<file path="config.mk">
export PLATFORM = sky130hd
export DESIGN_NAME = mail_date_token_parser
export DESIGN_NICKNAME = d
export VERILOG_FILES = /design/src/hw/rtl/mdtp_pkg.sv /design/src/hw/rtl/mdtp_token.sv /design/src/hw/rtl/mdtp_fields.sv /design/src/hw/rtl/mail_date_token_parser.sv
export SDC_FILE = /design/constraint.sdc
export NUM_CORES = 1
export LEC_CHECK = 0
export BUFFER_PORTS_ARGS = -buffer_cell sky130_fd_sc_hd__buf_2
export CAP_MARGIN = 10
export CORE_MARGIN = 2
export CORE_UTILIZATION = 68
export CTS_BUF_LIST = sky130_fd_sc_hd__clkbuf_2 sky130_fd_sc_hd__clkbuf_4 sky130_fd_sc_hd__clkbuf_8
export DETAILED_ROUTE_END_ITERATION = 6
export GPL_TIMING_DRIVEN = 1
export PLACE_DENSITY = 0.85
export SYNTH_ARGS = -nofsm -noshare
export SYNTH_HDL_FRONTEND = slang
export SYNTH_SLANG_ARGS = --single-unit
</file>
<file path="constraint.sdc">
create_clock -name i_clk -period 16.2 [get_ports i_clk]
set_input_delay 0.81 -clock i_clk [delete_from_list [all_inputs] [get_ports i_clk]]
set_output_delay 0.81 -clock i_clk [all_outputs]
set_load 0.005 [all_outputs]
</file>
<file path="src/hw/rtl/mdtp_pkg.sv">
// ----------------------------------------------------------------------------
// mdtp_pkg: shared types and constants for the mail date token parser
// Character codes, token phase encoding, month-name keys and the structs
// that pass token summaries and date fields between the modules.
// ----------------------------------------------------------------------------
package mdtp_pkg;

    localparam logic [7:0] CH_SPACE = 8'h20;
    localparam logic [7:0] CH_COLON = 8'h3A;
    localparam logic [7:0] CH_PLUS  = 8'h2B;
    localparam logic [7:0] CH_MINUS = 8'h2D;
    localparam logic [7:0] CH_ZERO  = 8'h30;
    localparam logic [7:0] CH_NINE  = 8'h39;
    localparam logic [7:0] CH_UP_A  = 8'h41;
    localparam logic [7:0] CH_UP_Z  = 8'h5A;
    localparam logic [7:0] CH_LO_A  = 8'h61;
    localparam logic [7:0] CH_LO_Z  = 8'h7A;

    localparam logic [15:0] YEAR_PIVOT = 16'd1900;
    localparam int          NUM_MONTHS = 12;

    // Letter codes are 1 for 'a' up to 26 for 'z'; a zero third key is a wildcard.
    localparam logic [4:0] MONTH_KEY0 [NUM_MONTHS] = '{
        5'd10, 5'd6, 5'd13, 5'd1, 5'd13, 5'd10, 5'd10, 5'd1, 5'd19, 5'd15, 5'd14, 5'd4};
    localparam logic [4:0] MONTH_KEY1 [NUM_MONTHS] = '{
        5'd1, 5'd5, 5'd1, 5'd16, 5'd1, 5'd21, 5'd21, 5'd21, 5'd5, 5'd3, 5'd15, 5'd5};
    localparam logic [4:0] MONTH_KEY2 [NUM_MONTHS] = '{
        5'd0, 5'd0, 5'd18, 5'd0, 5'd25, 5'd14, 5'd12, 5'd0, 5'd0, 5'd0, 5'd0, 5'd0};

    typedef enum logic [3:0] {
        PH_START,
        PH_HSIGN,
        PH_HDIG,
        PH_COLON,
        PH_MSIGN,
        PH_MDIG,
        PH_STOP0,
        PH_STOPH,
        PH_STOPHM
    } t_phase;

    typedef enum logic [1:0] {
        FIRST_OTHER,
        FIRST_DIGIT,
        FIRST_SIGN
    } t_first;

    // What a finished token tells the date field logic.
    typedef struct packed {
        logic               nonempty;
        logic               colon;
        t_first             first;
        logic               hour_set;
        logic               minute_set;
        logic signed [15:0] hour;
        logic signed [15:0] minute;
        logic [15:0]        number;
        logic [6:0]         last_two;
        logic [3:0]         month;
    } t_tok_sum;

    typedef struct packed {
        logic [15:0]        day;
        logic [15:0]        month;
        logic [6:0]         year;
        logic signed [15:0] hour;
        logic signed [15:0] minute;
    } t_date;

    // Month number for a three-letter prefix, 0 when no name matches.
    // The scan runs from the last key down so that the first listed match wins.
    function automatic logic [3:0] month_lookup(input logic [14:0] prefix);
        logic [3:0] m;
        m = 4'd0;
        for (int i = NUM_MONTHS - 1; i >= 0; i--) begin
            if (prefix[14:10] == MONTH_KEY0[i] && prefix[9:5] == MONTH_KEY1[i] &&
                (MONTH_KEY2[i] == 5'd0 || prefix[4:0] == MONTH_KEY2[i])) begin
                m = 4'(i + 1);
            end
        end
        return m;
    endfunction

endpackage

</file>
<file path="src/hw/rtl/mdtp_token.sv">
// ----------------------------------------------------------------------------
// mdtp_token: per-token character state
// Tracks the colon-form phase, the leading number, the minute number and the
// letter prefix of the current token, and presents a summary when it ends.
// ----------------------------------------------------------------------------
module mdtp_token (
    input  logic                i_clk,
    input  logic                i_rst_n,
    input  logic                i_take,
    input  logic                i_finish,
    input  logic [7:0]          i_ch,
    output mdtp_pkg::t_tok_sum  o_sum
);

    mdtp_pkg::t_phase r_phase, n_phase;
    mdtp_pkg::t_first r_first, n_first;
    logic [15:0]      r_num, n_num;
    logic [6:0]       r_last, n_last;
    logic [15:0]      r_sec, n_sec;
    logic [14:0]      r_prefix, n_prefix;
    logic [1:0]       r_len, n_len;
    logic             r_colon, n_colon;
    logic             r_hneg, n_hneg;
    logic             r_mneg, n_mneg;

    logic       is_dig;
    logic       is_sgn;
    logic [3:0] dig_val;
    logic [4:0] letter;

    function automatic logic [15:0] sat_digit(input logic [15:0] acc, input logic [3:0] d);
        logic [19:0] v;
        v = 20'(acc) * 20'd10 + 20'(d);
        return (v > 20'd65535) ? 16'hFFFF : v[15:0];
    endfunction

    // (last * 10 + d) mod 100; the quotient is below ten, so four conditional
    // subtractions of 800, 400, 200 and 100 leave the remainder.
    function automatic logic [6:0] mod_digit(input logic [6:0] last, input logic [3:0] d);
        logic [9:0] t;
        t = 10'(last) * 10'd10 + 10'(d);
        if (t >= 10'd800) t = t - 10'd800;
        if (t >= 10'd400) t = t - 10'd400;
        if (t >= 10'd200) t = t - 10'd200;
        if (t >= 10'd100) t = t - 10'd100;
        return t[6:0];
    endfunction

    function automatic logic [15:0] sat_signed(input logic [15:0] mag, input logic neg);
        logic [15:0] r;
        if (neg) begin
            r = mag[15] ? 16'h8000 : 16'(~mag + 16'd1);
        end else begin
            r = mag[15] ? 16'h7FFF : mag;
        end
        return r;
    endfunction

    always_comb begin
        is_dig  = (i_ch >= mdtp_pkg::CH_ZERO) && (i_ch <= mdtp_pkg::CH_NINE);
        is_sgn  = (i_ch == mdtp_pkg::CH_PLUS) || (i_ch == mdtp_pkg::CH_MINUS);
        dig_val = is_dig ? 4'(i_ch - mdtp_pkg::CH_ZERO) : 4'd0;
        if (i_ch >= mdtp_pkg::CH_UP_A && i_ch <= mdtp_pkg::CH_UP_Z) begin
            letter = 5'(i_ch - mdtp_pkg::CH_UP_A + 8'd1);
        end else if (i_ch >= mdtp_pkg::CH_LO_A && i_ch <= mdtp_pkg::CH_LO_Z) begin
            letter = 5'(i_ch - mdtp_pkg::CH_LO_A + 8'd1);
        end else begin
            letter = 5'd0;
        end
    end

    // Phase: next state.
    always_comb begin
        n_phase = r_phase;
        if (i_take) begin
            unique case (r_phase)
                mdtp_pkg::PH_START: begin
                    if (is_sgn)      n_phase = mdtp_pkg::PH_HSIGN;
                    else if (is_dig) n_phase = mdtp_pkg::PH_HDIG;
                    else             n_phase = mdtp_pkg::PH_STOP0;
                end
                mdtp_pkg::PH_HSIGN: begin
                    n_phase = is_dig ? mdtp_pkg::PH_HDIG : mdtp_pkg::PH_STOP0;
                end
                mdtp_pkg::PH_HDIG: begin
                    if (!is_dig) begin
                        n_phase = (i_ch == mdtp_pkg::CH_COLON) ? mdtp_pkg::PH_COLON
                                                              : mdtp_pkg::PH_STOPH;
                    end
                end
                mdtp_pkg::PH_COLON: begin
                    if (is_sgn)      n_phase = mdtp_pkg::PH_MSIGN;
                    else if (is_dig) n_phase = mdtp_pkg::PH_MDIG;
                    else             n_phase = mdtp_pkg::PH_STOPH;
                end
                mdtp_pkg::PH_MSIGN: begin
                    n_phase = is_dig ? mdtp_pkg::PH_MDIG : mdtp_pkg::PH_STOPH;
                end
                mdtp_pkg::PH_MDIG: begin
                    if (!is_dig) n_phase = mdtp_pkg::PH_STOPHM;
                end
                default: n_phase = r_phase;
            endcase
        end
    end

    // Phase: datapath updates.
    always_comb begin
        n_num    = r_num;
        n_last   = r_last;
        n_sec    = r_sec;
        n_hneg   = r_hneg;
        n_mneg   = r_mneg;
        n_prefix = r_prefix;
        n_len    = r_len;
        n_first  = r_first;
        n_colon  = r_colon;
        if (i_take) begin
            if (r_len == 2'd0) begin
                if (is_dig)      n_first = mdtp_pkg::FIRST_DIGIT;
                else if (is_sgn) n_first = mdtp_pkg::FIRST_SIGN;
                else             n_first = mdtp_pkg::FIRST_OTHER;
            end
            case (r_len)
                2'd0:    n_prefix[14:10] = letter;
                2'd1:    n_prefix[9:5]   = letter;
                2'd2:    n_prefix[4:0]   = letter;
                default: n_prefix        = r_prefix;
            endcase
            if (r_len != 2'd3) n_len = r_len + 2'd1;
            if (i_ch == mdtp_pkg::CH_COLON) n_colon = 1'b1;

            unique case (r_phase)
                mdtp_pkg::PH_START: begin
                    if (is_sgn) begin
                        n_hneg = (i_ch == mdtp_pkg::CH_MINUS);
                    end else if (is_dig) begin
                        n_num  = 16'(dig_val);
                        n_last = 7'(dig_val);
                    end
                end
                mdtp_pkg::PH_HSIGN: begin
                    if (is_dig) begin
                        n_num  = 16'(dig_val);
                        n_last = 7'(dig_val);
                    end
                end
                mdtp_pkg::PH_HDIG: begin
                    if (is_dig) begin
                        n_num  = sat_digit(r_num, dig_val);
                        n_last = mod_digit(r_last, dig_val);
                    end
                end
                mdtp_pkg::PH_COLON: begin
                    if (is_sgn)      n_mneg = (i_ch == mdtp_pkg::CH_MINUS);
                    else if (is_dig) n_sec  = 16'(dig_val);
                end
                mdtp_pkg::PH_MSIGN: begin
                    if (is_dig) n_sec = 16'(dig_val);
                end
                mdtp_pkg::PH_MDIG: begin
                    if (is_dig) n_sec = sat_digit(r_sec, dig_val);
                end
                default: n_num = r_num;
            endcase
        end
    end

    always_ff @(posedge i_clk) begin
        if (!i_rst_n || i_finish) begin
            r_phase  <= mdtp_pkg::PH_START;
            r_first  <= mdtp_pkg::FIRST_OTHER;
            r_num    <= '0;
            r_last   <= '0;
            r_sec    <= '0;
            r_prefix <= '0;
            r_len    <= '0;
            r_colon  <= 1'b0;
            r_hneg   <= 1'b0;
            r_mneg   <= 1'b0;
        end else begin
            r_phase  <= n_phase;
            r_first  <= n_first;
            r_num    <= n_num;
            r_last   <= n_last;
            r_sec    <= n_sec;
            r_prefix <= n_prefix;
            r_len    <= n_len;
            r_colon  <= n_colon;
            r_hneg   <= n_hneg;
            r_mneg   <= n_mneg;
        end
    end

    always_comb begin
        o_sum.nonempty   = (r_len != 2'd0);
        o_sum.colon      = r_colon;
        o_sum.first      = r_first;
        o_sum.hour_set   = (r_phase == mdtp_pkg::PH_HDIG)  || (r_phase == mdtp_pkg::PH_COLON) ||
                           (r_phase == mdtp_pkg::PH_MSIGN) || (r_phase == mdtp_pkg::PH_MDIG)  ||
                           (r_phase == mdtp_pkg::PH_STOPH) || (r_phase == mdtp_pkg::PH_STOPHM);
        o_sum.minute_set = (r_phase == mdtp_pkg::PH_MDIG) || (r_phase == mdtp_pkg::PH_STOPHM);
        o_sum.hour       = $signed(sat_signed(r_num, r_hneg));
        o_sum.minute     = $signed(sat_signed(r_sec, r_mneg));
        o_sum.number     = r_num;
        o_sum.last_two   = r_last;
        o_sum.month      = mdtp_pkg::month_lookup(r_prefix);
    end

`ifndef ASSERT_OFF
    a_empty_at_start: assert property (@(posedge i_clk) disable iff (!i_rst_n)
        (r_len == 2'd0) |-> (r_phase == mdtp_pkg::PH_START))
        else $error("token phase moved without any character");
    a_finish_clears: assert property (@(posedge i_clk) disable iff (!i_rst_n)
        i_finish |=> (r_len == 2'd0 && r_phase == mdtp_pkg::PH_START && !r_colon))
        else $error("token state not cleared after token end");
    a_last_two_range: assert property (@(posedge i_clk) disable iff (!i_rst_n)
        r_last < 7'd100)
        else $error("last two digits out of range");
`endif

endmodule

</file>
<file path="src/hw/rtl/mdtp_fields.sv">
// ----------------------------------------------------------------------------
// mdtp_fields: date field registers
// Applies the day, month, year, hour and minute rules to each finished token
// and clears the fields once the end of the text has been handled.
// ----------------------------------------------------------------------------
module mdtp_fields (
    input  logic               i_clk,
    input  logic               i_rst_n,
    input  logic               i_finish,
    input  logic               i_end,
    input  mdtp_pkg::t_tok_sum i_sum,
    output mdtp_pkg::t_date    o_date
);

    mdtp_pkg::t_date r_date, n_date;

    always_comb begin
        n_date = r_date;
        if (i_finish && i_sum.nonempty) begin
            if (i_sum.colon) begin
                if (i_sum.hour_set)   n_date.hour   = i_sum.hour;
                if (i_sum.minute_set) n_date.minute = i_sum.minute;
            end else if (i_sum.first == mdtp_pkg::FIRST_SIGN) begin
                n_date = r_date;
            end else if (i_sum.first == mdtp_pkg::FIRST_DIGIT) begin
                if (r_date.month != 16'd0) begin
                    if (r_date.day == 16'd0)      n_date.day  = i_sum.number;
                    else if (r_date.year == 7'd0) n_date.year = i_sum.last_two;
                end else if (i_sum.number > mdtp_pkg::YEAR_PIVOT) begin
                    n_date.year = i_sum.last_two;
                end else if (r_date.day != 16'd0) begin
                    // A second small number means the first one was the month.
                    n_date.month = r_date.day;
                    n_date.day   = i_sum.number;
                end else begin
                    n_date.day = i_sum.number;
                end
            end else if (i_sum.month != 4'd0) begin
                n_date.month = 16'(i_sum.month);
            end
        end
    end

    always_ff @(posedge i_clk) begin
        if (!i_rst_n || i_end) begin
            r_date <= '0;
        end else begin
            r_date <= n_date;
        end
    end

    assign o_date = n_date;

`ifndef ASSERT_OFF
    a_end_clears: assert property (@(posedge i_clk) disable iff (!i_rst_n)
        i_end |=> (r_date == '0))
        else $error("date fields not cleared after end of text");
`endif

endmodule

</file>
<file path="src/hw/rtl/mail_date_token_parser.sv">
// ----------------------------------------------------------------------------
// mail_date_token_parser: date text tokenizer and field extractor
// Input register, per-token state, date field rules and a result register.
// ----------------------------------------------------------------------------
// Each character transfer passes through the input register into the token
// logic, and a new character can be taken every cycle unless an end transfer
// is stalled. Characters split into tokens at spaces; a transfer with
// end_of_text set closes the last token and produces one result (day, month,
// year modulo 100, signed hour and minute), which the result register offers
// once the end transfer has left the input register, after which all state is
// clear for the next text. Only an end transfer waits on the output side:
// while a result is held and not yet taken, further characters keep flowing
// and the next end transfer stalls in the input register.
module mail_date_token_parser (
    input  logic               i_clk,
    input  logic               i_rst_n,
    input  logic               i_in_valid,
    output logic               o_in_ready,
    input  logic [7:0]         i_ch,
    input  logic               i_end_of_text,
    output logic               o_out_valid,
    input  logic               i_out_ready,
    output logic [15:0]        o_day_value,
    output logic [15:0]        o_month_value,
    output logic [6:0]         o_year_value,
    output logic signed [15:0] o_hour_value,
    output logic signed [15:0] o_minute_value
);

    logic            r_in_valid;
    logic [7:0]      r_ch;
    logic            r_eot;
    logic            r_out_valid;
    mdtp_pkg::t_date r_out;

    logic               out_free;
    logic               proc_go;
    logic               tok_take;
    logic               tok_finish;
    logic               text_end;
    mdtp_pkg::t_tok_sum tok_sum;
    mdtp_pkg::t_date    next_date;

    always_comb begin
        out_free   = !r_out_valid || i_out_ready;
        proc_go    = r_in_valid && (!r_eot || out_free);
        text_end   = proc_go && r_eot;
        tok_take   = proc_go && !r_eot && (r_ch != mdtp_pkg::CH_SPACE);
        tok_finish = proc_go && (r_eot || r_ch == mdtp_pkg::CH_SPACE);
        o_in_ready = !r_in_valid || proc_go;
    end

    always_ff @(posedge i_clk) begin
        if (!i_rst_n) begin
            r_in_valid <= 1'b0;
        end else if (o_in_ready) begin
            r_in_valid <= i_in_valid;
        end
    end

    always_ff @(posedge i_clk) begin
        if (i_in_valid && o_in_ready) begin
            r_ch  <= i_ch;
            r_eot <= i_end_of_text;
        end
    end

    mdtp_token u_token (
        .i_clk    (i_clk),
        .i_rst_n  (i_rst_n),
        .i_take   (tok_take),
        .i_finish (tok_finish),
        .i_ch     (r_ch),
        .o_sum    (tok_sum)
    );

    mdtp_fields u_fields (
        .i_clk    (i_clk),
        .i_rst_n  (i_rst_n),
        .i_finish (tok_finish),
        .i_end    (text_end),
        .i_sum    (tok_sum),
        .o_date   (next_date)
    );

    always_ff @(posedge i_clk) begin
        if (!i_rst_n) begin
            r_out_valid <= 1'b0;
        end else if (text_end) begin
            r_out_valid <= 1'b1;
        end else if (i_out_ready) begin
            r_out_valid <= 1'b0;
        end
    end

    always_ff @(posedge i_clk) begin
        if (text_end) begin
            r_out <= next_date;
        end
    end

    assign o_out_valid    = r_out_valid;
    assign o_day_value    = r_out.day;
    assign o_month_value  = r_out.month;
    assign o_year_value   = r_out.year;
    assign o_hour_value   = r_out.hour;
    assign o_minute_value = r_out.minute;

`ifndef ASSERT_OFF
    a_end_gives_result: assert property (@(posedge i_clk) disable iff (!i_rst_n)
        text_end |=> r_out_valid)
        else $error("end of text did not load a result");
    a_end_waits: assert property (@(posedge i_clk) disable iff (!i_rst_n)
        (r_in_valid && r_eot && r_out_valid && !i_out_ready) |-> !proc_go)
        else $error("end of text taken while a result was still held");
`endif

endmodule
</file>
* Word-level counts from Yosys, hierarchy flattened *
Cells that the tools add are included.

operators by class
  reduce and logical (&&, ||, !) cells = 63
  bitwise operators = 2
  $add $sub $neg = 15
  div/mod/pow operators = 0
  shifts and indexed selects = 0
  multipliers = 3
  equal/unequal tests = 41
  mux-type cells = 79
  $lt $le $gt $ge = 13

operators by type and width
  cell                   count
  $mux 16                21
  $mux 10                12
  $pmux 16 s3            2
  $mux 39                2
  $mux 71                1
  $mux 4                 17
  $mux 32                2
  $mux 7                 9
  $add 20x4->20          2
  $gt 20x16->1 const B   2
  $mul 16x3->19 const B  2
  $eq 5x4->1 const B     7
  $add 16x1->16 const B  2
  $eq 8x6->1 const B     4
  $not 16->16            2
  $reduce_bool 16->1     2
  $mux 15                2
  $eq 5x5->1 const B     5
  $logic_and 1x1->1      24
  $pmux 4 s6             1
  $pmux 7 s3             1
  $ge 8x7->1 const B     2
  $gt 16x11->1 const B   1
  $le 8x7->1 const B     2
  45 further kinds       89

word-level totals
  word-level logic and storage cells = 242
  output and inout port bits = 73
  bits of input ports = 13
  memory bits (read-only) = 0
  latch bits = 0
  memories kept = 0
  bits in registers = 218
  bits in writable memories = 0

* Depth between registers and ports, before layout *
Gate-level depths: netlist (run 1).

  word-level depth = 23
  mapped depth = 32
  gate-level depth less buffers = 29

* Cells and area by module *
Synthesis (run 1) repeated with hierarchy kept, for this count alone.

second synthesis, totals
  cells, all modules = 1,510
  area, all modules = 13,730.7 um2

by module, submodules not included
  module                  area an instance (um2)  sequential area each (um2)  instances  cells an instance
  mdtp_token              7,853.8                 1,301.2                     1          1,063
  mdtp_fields             3,326.9                 1,421.4                     1          351
  mail_date_token_parser  2,549.9                 2,442.3                     1          96

* Worst setup path after synthesis (run 1) *
No wires, ideal clock.

  path type = register to register
  from = register r_ch[1]
  to = register u_token.r_last[2]
  cell stages (with the launch flop) = 31
  library setup time = 73 ps
  path slack = 9,561 ps
  arrival time = 6,566 ps
  required time = 16,127 ps
  period minus slack after synthesis = 6,639 ps
  path buffers = 3
  cell sequence = edfxtp_1 -> clkbuf_1 -> o21ai_0 -> and3_1 -> clkbuf_1 -> and2_1 -> ha_1 -> fa_1 -> a21oi_1 -> nand2b_1 -> o32ai_2 -> a211o_1 -> buf_6 -> nor3_1 -> nor2_1 -> ha_1 -> nand4_1 -> o2111ai_4 -> a21o_1 -> xnor2_2 -> ha_1 -> and3_1 -> or3_4 -> a31oi_4 -> xnor2_1 -> ha_1 -> inv_1 -> a211o_1 -> a31o_2 -> or4_1 -> o211ai_2

on the way
  word-level cells in the longest chain between the ends = 23
  elaborated cells on any way between the ends = 43
  those cells by class = add/sub (6); order compare (6); eq/ne (6); mux (18); reduce/logical (7)

RTL lines
  item                                                   RTL line                      source
  start: declaration                                     mail_date_token_parser.sv:31  logic [7:0] r_ch;
  start signal: assignment                               mail_date_token_parser.sv:63  r_ch <= i_ch;
  $ge 8x6->1 / $le 8x6->1 (equally long branches)        mdtp_token.sv:60              is_dig = (i_ch >= mdtp_pkg::CH_ZERO) && (i_ch <= mdtp_pkg::CH_NINE);
  $logic_and 1x1->1                                      mdtp_token.sv:60
  $mux 4                                                 mdtp_token.sv:62              dig_val = is_dig ? 4'(i_ch - mdtp_pkg::CH_ZERO) : 4'd0;
  $add 10x4->10                                          mdtp_token.sv:41              t = 10'(last) * 10'd10 + 10'(d);
  $sub 10x10->10 / $ge 10x10->1 (equally long branches)  mdtp_token.sv:42              if (t >= 10'd800) t = t - 10'd800;
  $mux 10                                                mdtp_token.sv:42
  $mux 10                                                mdtp_token.sv:149             if (is_dig) begin
  $mux 10                                                mdtp_token.sv:133             unique case (r_phase)
  (+7 left out)                                          --
  $mux 10                                                mdtp_token.sv:44              if (t >= 10'd200) t = t - 10'd200;
  $mux 10                                                mdtp_token.sv:149
  $mux 10                                                mdtp_token.sv:133
  $mux 10                                                mdtp_token.sv:118             if (i_take) begin
  $ge 10x7->1 / $sub 7x7->7 (equally long branches)      mdtp_token.sv:45              if (t >= 10'd100) t = t - 10'd100;
  $mux 7                                                 mdtp_token.sv:45
  $mux 7                                                 mdtp_token.sv:149
  $pmux 7 s3                                             mdtp_token.sv:133
  end signal: assignment                                 mdtp_token.sv:185             r_last <= n_last;
  end: declaration                                       mdtp_token.sv:18              logic [6:0] r_last, n_last;

Parallel ways exist; a longest one is shown, timed or not. The select of a mux whose other input is x is not followed.
A chain may end at the register's enable or synchronous reset.

* Worst setup path after layout (run 1) *
Ends and elaborated chain as after synthesis.

==> results of run 1 <==
## worst paths after layout
path                                   start                               to  slack, ns  cells after the start
max reg2reg                r_ch[1]$_DFFE_PP_   u_token.r_last[2]$_SDFFE_PP0P_       8.77                     27
max                        r_ch[1]$_DFFE_PP_   u_token.r_last[2]$_SDFFE_PP0P_       8.77                     27
min                                  i_ch[6]                r_ch[6]$_DFFE_PP_       0.47                      1
min reg2reg  u_token.r_first[1]$_SDFFE_PP0P_  u_token.r_first[1]$_SDFFE_PP0P_       0.49                      2
## power by group
group,internal [uW],switching [uW],total [uW]
Clock,271,214,484
Combinational,10.4,22.9,33.3
Sequential,572,5.11,577
## area by class of cell
| class | instances | area share |
|---|---|---|
| flip-flops and latches | 218 | 0.360 |
| well taps | 234 | 0.0204 |
| clock inverters | 10 | 0.00567 |
| inverters | 65 | 0.0170 |
| repair buffers | 92 | 0.0338 |
| multi-input cells | 1126 | 0.518 |
| clock buffers | 54 | 0.0448 |
## cells in the mapped netlist, types with 4 or more instances
| library cell | instances |
|---|---|
| o2111ai_1 | 4 |
| a21oi_1 | 99 |
| a31oi_1 | 11 |
| nor2_1 | 133 |
| buf_1 | 5 |
| nand2b_1 | 11 |
| ha_1 | 90 |
| and3_1 | 7 |
| or2_2 | 8 |
| or4_1 | 7 |
| a21boi_0 | 8 |
| nor3b_1 | 8 |
| nor4b_1 | 4 |
| and2_1 | 76 |
| fa_1 | 6 |
| a22o_1 | 23 |
| xor2_1 | 14 |
| nand3b_1 | 5 |
| nor4_1 | 16 |
| xnor2_1 | 50 |
| o21ai_0 | 114 |
| o21ai_1 | 6 |
| a221o_1 | 7 |
| a21o_1 | 12 |
| nand2_1 | 130 |
| nand3_1 | 44 |
| o21a_1 | 6 |
| a211oi_1 | 14 |
| mux2_2 | 6 |
| mux2i_1 | 7 |
| edfxtp_1 | 80 |
| o22ai_1 | 6 |
| a22oi_1 | 15 |
| o211ai_1 | 8 |
| clkbuf_1 | 46 |
| nor2b_1 | 16 |
| or3_1 | 19 |
| nand4_1 | 10 |
| inv_1 | 65 |
| nor3_1 | 44 |
| dfxtp_1 | 138 |
| a211o_1 | 13 |
| o31ai_1 | 9 |
## sequential cells by signal (all words and copies together), names as in the netlist, 2 cells and up
| signal | cells |
|---|---|
| o_day_value | 16 |
| o_hour_value | 16 |
| o_minute_value | 16 |
| o_month_value | 16 |
| o_year_value | 7 |
| r_ch | 8 |
| u_fields.r_date | 71 |
| u_token.r_first | 2 |
| u_token.r_last | 7 |
| u_token.r_len | 2 |
| u_token.r_num | 16 |
| u_token.r_phase | 4 |
| u_token.r_prefix | 15 |
| u_token.r_sec | 16 |
## per-stage QoR
step | worst slack (ns) | std cells | util
6_report | 8.77 | 1799 | 0.765
3_5_place_dp | 8.88 | 1733 | 0.725
4_1_cts | 8.83 | 1797 | 0.763
3_3_place_gp | 9.08 | 1733 | 0.725
2_1_floorplan | 9.56 | 1464 | -
5_1_grt | 8.16 | 1799 | 0.765
## kinds of logic after synthesis
group / after synthesis / share of synthesized area
compound gates: 395 / 0.198
buf+inv: 120 / 0.0354
xor+xnor: 69 / 0.0504
mux: 13 / 0.0106
simple gates: 553 / 0.214
fa+ha+maj: 96 / 0.0956
flops: 218 / 0.396
## per-layer routing
layer,GRT usage,vias to the layer above,part of all wire
met1,0.427,5294,0.45
met4,0.0938,0,0.021
met3,0.0468,60,0.069
li1,-,5487,-
met5,0,-,0
met2,0.497,431,0.46
## placed cells by master (no fill, tap or decap), types with 10 or more instances in the layout
cell type  Yosys  routed
buf_2          3      85
nor2b_1       16      15
nor2_1       133     132
a21o_1        12      12
a211o_1       13      13
nand4_1       10      10
nand3_1       44      44
a22oi_1       15      15
xor2_1        14      14
a21oi_1       99      99
clkbuf_4       0      16
xnor2_1       50      50
a31oi_1       11      11
or3_1         19      19
clkbuf_8       0      38
and2_1        76      76
nand2_1      130     130
nor4_1        16      16
nand2b_1      11      11
dfxtp_1      138     138
o21ai_0      114     114
ha_1          90      90
inv_1         65      65
nor3_1        44      44
a211oi_1      14      14
a22o_1        23      23
edfxtp_1      80      80
## critical path: cells and delay by family (launching register included)
family | cells | cell delay, ns
flip-flops | 1 | 0.53
XOR/XNOR | 2 | 0.38
AND/OR/NAND/NOR | 9 | 2.37
AO/OA/AOI/OAI | 10 | 2.52
buffers and inverters | 1 | 0.07
adder cells (fa/ha/maj) | 5 | 1.47
==> qor.yml, run 1 <==
final_area_um2: 14400
crit_path_start_kind: "flop"
vdd_drop_max_mv: 0.0492
fill_cells: 1383
period_share: 0.458
ios: 86
track_usage: 0.307
worstPathRequired_ns: 16.64
grt_pass1_vias: 10400
hold_class: "in -> reg"
worstMarginPinSlew_ns: 1.19
first_pass_iters: 5
grt_pass1_wl_um: 51000
synth_warnings: 0
vias: 11300
dp_hpwl_um: 22800
period_minus_slack_ns: 7.43
root_buffer: "clkbuf_8"
synth_area_um2: 13000
diodes: 0
via_per_inst: 6.27
die_h_um: 142
clock_latency_ns: 0.53
cts_tree: "done"
routedWlPerCell_um: 17.3
place_area_um2: 13600
drive_gt1_frac: 0.125
arrival_ns: 7.86
row_count: 50
clock_path_buffers: 3
crit_path_top_delay_cell: "edfxtp_1"
finClkSkew_ns: 0.0269
multi_input_area_um2: 7440
tns_ns: 0
die-area_um2: 20300
setup_viol_count_final: 0
first_iter_violations: 808
slew_headroom: 0.200
drv_slew: 0
synth_cell_type_count: 85
htreeDepth: 2
ys.flop_type: "dfxtp_1"
synth_seq_cells: 218
report.power.total_uw: 1100
yosysTopAreaCellShare: 0.212
totalWireLength_um: 31200
syn_area_per_cell_um2: 8.91
synth-async-reset-ratio: 0
cts_sinks: 218
critPathMaxStageDelay_ns: 0.53
clkTransAtPathRegs_ns: 0.06
ctsResizeCount: 0
io_buffers: 85
criticalPathCategory: "reg -> reg"
post_cts_buffers: 0
final-seq-area_um2: 5160
grt_max_degree: 73
cts_buffers: 35
start_util: 0.695
holdWs_ns: 0.473
layout.nets: 1647
synth.area.top_cells: "dfxtp_1, edfxtp_1, ha_1"
coreArea_um2: 18800
fp.dieW_um: 142
synth_edf_count: 80
antenna_found_initial: 0
p_per_area_nw_per_um2: 76.3
status: "finished clean"
maxCapViolCount: 0
cp_common_cell: "ha_1"
path_max_fanout: 11
cellLeakagePower_uw: 0.00589
drcViolationCount: 0
finalHoldViolCount: 0
synth_top_area_cell: "dfxtp_1"
ys_seq_area_frac: 0.396
cts_hold_buffers: 0
fmax_mhz: 135
overflow: 0
area.growth.synth_to_final_pct: 10.1
synthesis.nets: 1573
cp-end-kind: "flop"
rsz0062_at_grt: "false"
syn-instance-count: 1464
gp_congestion: 0.885
drtAntennaViolNets: 0
No activity file was read; power rests on OpenSTA's default activity.
==> run 2, diff against run 1 <==
Settings changed: ABC_AREA set to 1, CORE_UTILIZATION 68 to 64, PLACE_DENSITY 0.85 to 0.8.
Clock period 16.2 ns to 7.15 ns, I/O delays scaled along.
==> run 2 against run 1 <==
  * Routed wire length decreased by 0.77%
  * Cell area rose by 3.9%
  * Sequential power grew 130%
  * Clock skew hardly changed
  * Maximum frequency is 21% higher
  * Clock power grew 130%
  * Combinational power grew to 3.4 times the previous value
  * Global-route usage is 2.2 points lower
  * Utilization shrank 3.5 points
  * Worst hold slack got worse by 0.37 ns
  * Register-to-register slack worse by 7.8 ns
  * Critical endpoint unchanged
==> qor.yml, run 2 <==
cp_top_family: "simple AND/OR/NAND/NOR gates"
coreArea_um2: 20400  # +8.9%
setup_viol_count_final: 0  # unchanged
synth.area.top_cells: "dfxtp_1, edfxtp_1, nand2_1"
ios: 86  # unchanged
drive_gt1_frac: 0.124  # -0.000340
syn-instance-count: 1733  # +18%
die-area_um2: 22100  # +9.0%
synth_area_um2: 13400  # +2.9%
r2r_start: "r_ch[6]$_DFFE_PP_"
largest_reg_flops: 71  # unchanged
worstPathRequired_ns: 7.62  # -9.02 ns
routedWlPerCell_um: 14.5  # -16%
drcViolationCount: 0  # unchanged
hold_end: "r_in_valid$_SDFFE_PN0N_"
ys_seq_area_frac: 0.385  # -0.0110
path_max_fanout: 9  # -2
worstMarginPinSlew_ns: 1.11  # -0.0809 ns
criticalPathCategory: "reg -> reg"
cts_buffers: 38  # +8.6%
totalWireLength_um: 30900  # -0.77%
clock_latency_ns: 0.55  # +0.02 ns
cts_sinks: 218  # unchanged
regMostFlops: "u_fields.r_date"
reg2reg_depth: 45  # +67%
setup_ws_ns: 1.00  # -7.77 ns
synth.most_common_cell: "nand2_1"
slew_headroom: 0.257  # +0.0568
row_count: 52  # +4.0%
synth-async-reset-ratio: 0  # unchanged
post_cts_buffers: 0  # unchanged
gp_congestion: 0.943  # +6.6%
yosysTopAreaCellShare: 0.206  # -0.00589
vdd_drop_max_mv: 0.124  # +150%
antenna_found_initial: 0  # unchanged
drv_slew: 0  # unchanged
fmax_mhz: 163  # +21%
clkTransAtPathRegs_ns: 0.06  # about the same
drtAntennaViolNets: 0  # unchanged
synthesis.nets: 1842  # +17%
grt_pass1_vias: 11400  # +9.0%
finalHoldViolCount: 0  # unchanged
htreeDepth: 2  # unchanged
ctsResizeCount: 0  # unchanged
cp_num_buf_inv: 4  # +3
synth_top_area_cell: "dfxtp_1"
hold_class: "in -> reg"
diodes: 0  # unchanged
p_per_area_nw_per_um2: 171  # +120%
period_share: 0.860  # +0.401
grt_pass1_wl_um: 52100  # +2.2%
crit_path_top_delay_cell: "nor2_1"
vias: 12000  # +6.8%
post-place-ws_ns: 1.10  # -7.77 ns
via_per_inst: 5.65  # -9.8%
overflow: 0  # unchanged
cellLeakagePower_uw: 0.00706  # +20%
holdPathStages: 3  # +2
synth_seq_cells: 218  # unchanged
crit_path_start_kind: "flop"
layout.nets: 1941  # +18%
finClkSkew_ns: 0.0272  # +0.000366 ns
tns_ns: 0  # unchanged
ff2ff_setup_slack_ns: 1.00  # -7.77 ns
arrival_ns: 6.62  # -1.24 ns
grt_max_degree: 72  # -1.4%
synth_cell_type_count: 59  # -31%
rsz0062_at_grt: "false"
status: "finished clean"
cp_common_cell: "nand2_1"
syn_area_per_cell_um2: 7.74  # -13%
reg2reg_to: "u_token.r_last[2]$_SDFFE_PP0P_"
area.growth.synth_to_final_pct: 11.2
critPathMaxStageDelay_ns: 0.61  # +0.08 ns
first_iter_violations: 803  # -0.62%
cts_tree: "done"
maxCapViolCount: 0  # unchanged
io_buffers: 85  # unchanged
clock_path_buffers: 3  # unchanged
track_usage: 0.285  # -0.0216
cp-end-kind: "flop"
final_common_cell: "nand2_1"
die_h_um: 149  # +4.4%
fp.dieW_um: 149  # +4.4%
ys.flop_type: "dfxtp_1"
first_pass_iters: 6  # +1
netlist_top_cells_count: "nand2_1, inv_1, nor2_1"
cts_hold_buffers: 9  # +9
start_util: 0.656  # -0.0383
synth_warnings: 0  # unchanged
dp_hpwl_um: 22800  # about the same
root_buffer: "clkbuf_8"
hold_start: "i_in_valid"
period_minus_slack_ns: 6.15  # -1.28 ns
final_cell_mix: "nand2_1, inv_1, nor2_1, nand3_1, dfxtp_1"
synth_edf_count: 80  # unchanged
==> run 2: cell types whose count changed after synthesis, sizes merged, moves of 23 or more <==
cell and delta:
a21oi +23, xor2 +24, o21ai -25, nand2 +206, xnor2 -35, and2 -75
inv +176, a22o -23, nor2 +40, nand3 +106
==> run 2: cell families (layout without fill, tap and decap cells) <==
group / after synthesis / in the layout / share of synthesized area
AND/OR/NAND/NOR: 746 / 746 / 0.259
AO/OA/AOI/OAI: 329 / 329 / 0.145
buffers and inverters: 288 / 414 / 0.0808
flip-flops: 218 / 218 / 0.385
adder cells (fa/ha/maj): 96 / 96 / 0.0929
XOR/XNOR: 56 / 56 / 0.0366
==> run 2: through the flow <==
step	hold slack, ns	cells	util	total power, uW	cell area, um^2
after floorplan	0.434	1733	-	1410	13400
after global placement	0.445	2053	0.689	1440	14100
after detailed placement	0.453	2053	0.689	1440	14100
after CTS	0.0853	2129	0.730	2560	14900
after global routing	0.117	2129	0.730	2630	14900
final	0.103	2129	0.730	2550	14900
==> run 2: cell type report <==
| type | instances | area (um^2) |
|---|---|---|
| fillers | 1627 | 5520 |
| clock inverters | 15 | 101 |
| inverters | 246 | 923 |
| repair buffers | 101 | 568 |
| well taps | 270 | 338 |
| clock buffers | 52 | 641 |
| flip-flops and latches | 218 | 5160 |
| multi-input cells | 1227 | 7170 |
==> run 2: worst register-to-register path, delay by kind of cell, from the launching register on <==
kind                       cells  cell delay (ns)
adders and majority gates      4             0.86
AOI/OAI and AO/OA              2             0.22
DFF                            1             0.42
and+or+nand+nor               35             4.32
buffers and inverters          4             0.28
==> run 2: power by group <==
group | total (uW) | internal [uW] | switching (uW) | leakage (uW)
sequential | 1310 | 1300 | 8.78 | 0.00188
combinational | 112 | 34.1 | 77.4 | 0.00479
clock | 1130 | 619 | 507 | 0.000396
total | 2550 | 1950 | 593 | 0.00706
==> run 2: metal layers <==
layer / part of all wire / vias to the layer above / routed length, um / GRT usage
met5: 0 / - / 0 / 0
met4: 0.029 / 0 / 899 / 0.115
met3: 0.058 / 71 / 1790 / 0.0385
met2: 0.47 / 389 / 14700 / 0.482
met1: 0.44 / 5514 / 13600 / 0.372
li1: - / 6061 / - / -
==> run 2: how the worst max path moves through the flow <==
| stage | from | endpoint | slack [ns] | depth (start not counted) |
|---|---|---|---|---|
| 6_report | r_ch[6]$_DFFE_PP_ | u_token.r_last[2]$_SDFFE_PP0P_ | 1.00 | 45 |
| 2_1_floorplan | r_ch[0]$_DFFE_PP_ | u_token.r_last[6]$_SDFFE_PP0P_ | 1.93 | 47 |
| 5_1_grt | r_ch[6]$_DFFE_PP_ | u_token.r_last[4]$_SDFFE_PP0P_ | 0.38 | 45 |
| 4_1_cts | r_ch[6]$_DFFE_PP_ | u_token.r_last[6]$_SDFFE_PP0P_ | 1.07 | 45 |
| 3_5_place_dp | r_ch[6]$_DFFE_PP_ | u_token.r_last[6]$_SDFFE_PP0P_ | 1.10 | 45 |
| 3_3_place_gp | r_ch[0]$_DFFE_PP_ | u_token.r_last[6]$_SDFFE_PP0P_ | 1.45 | 47 |
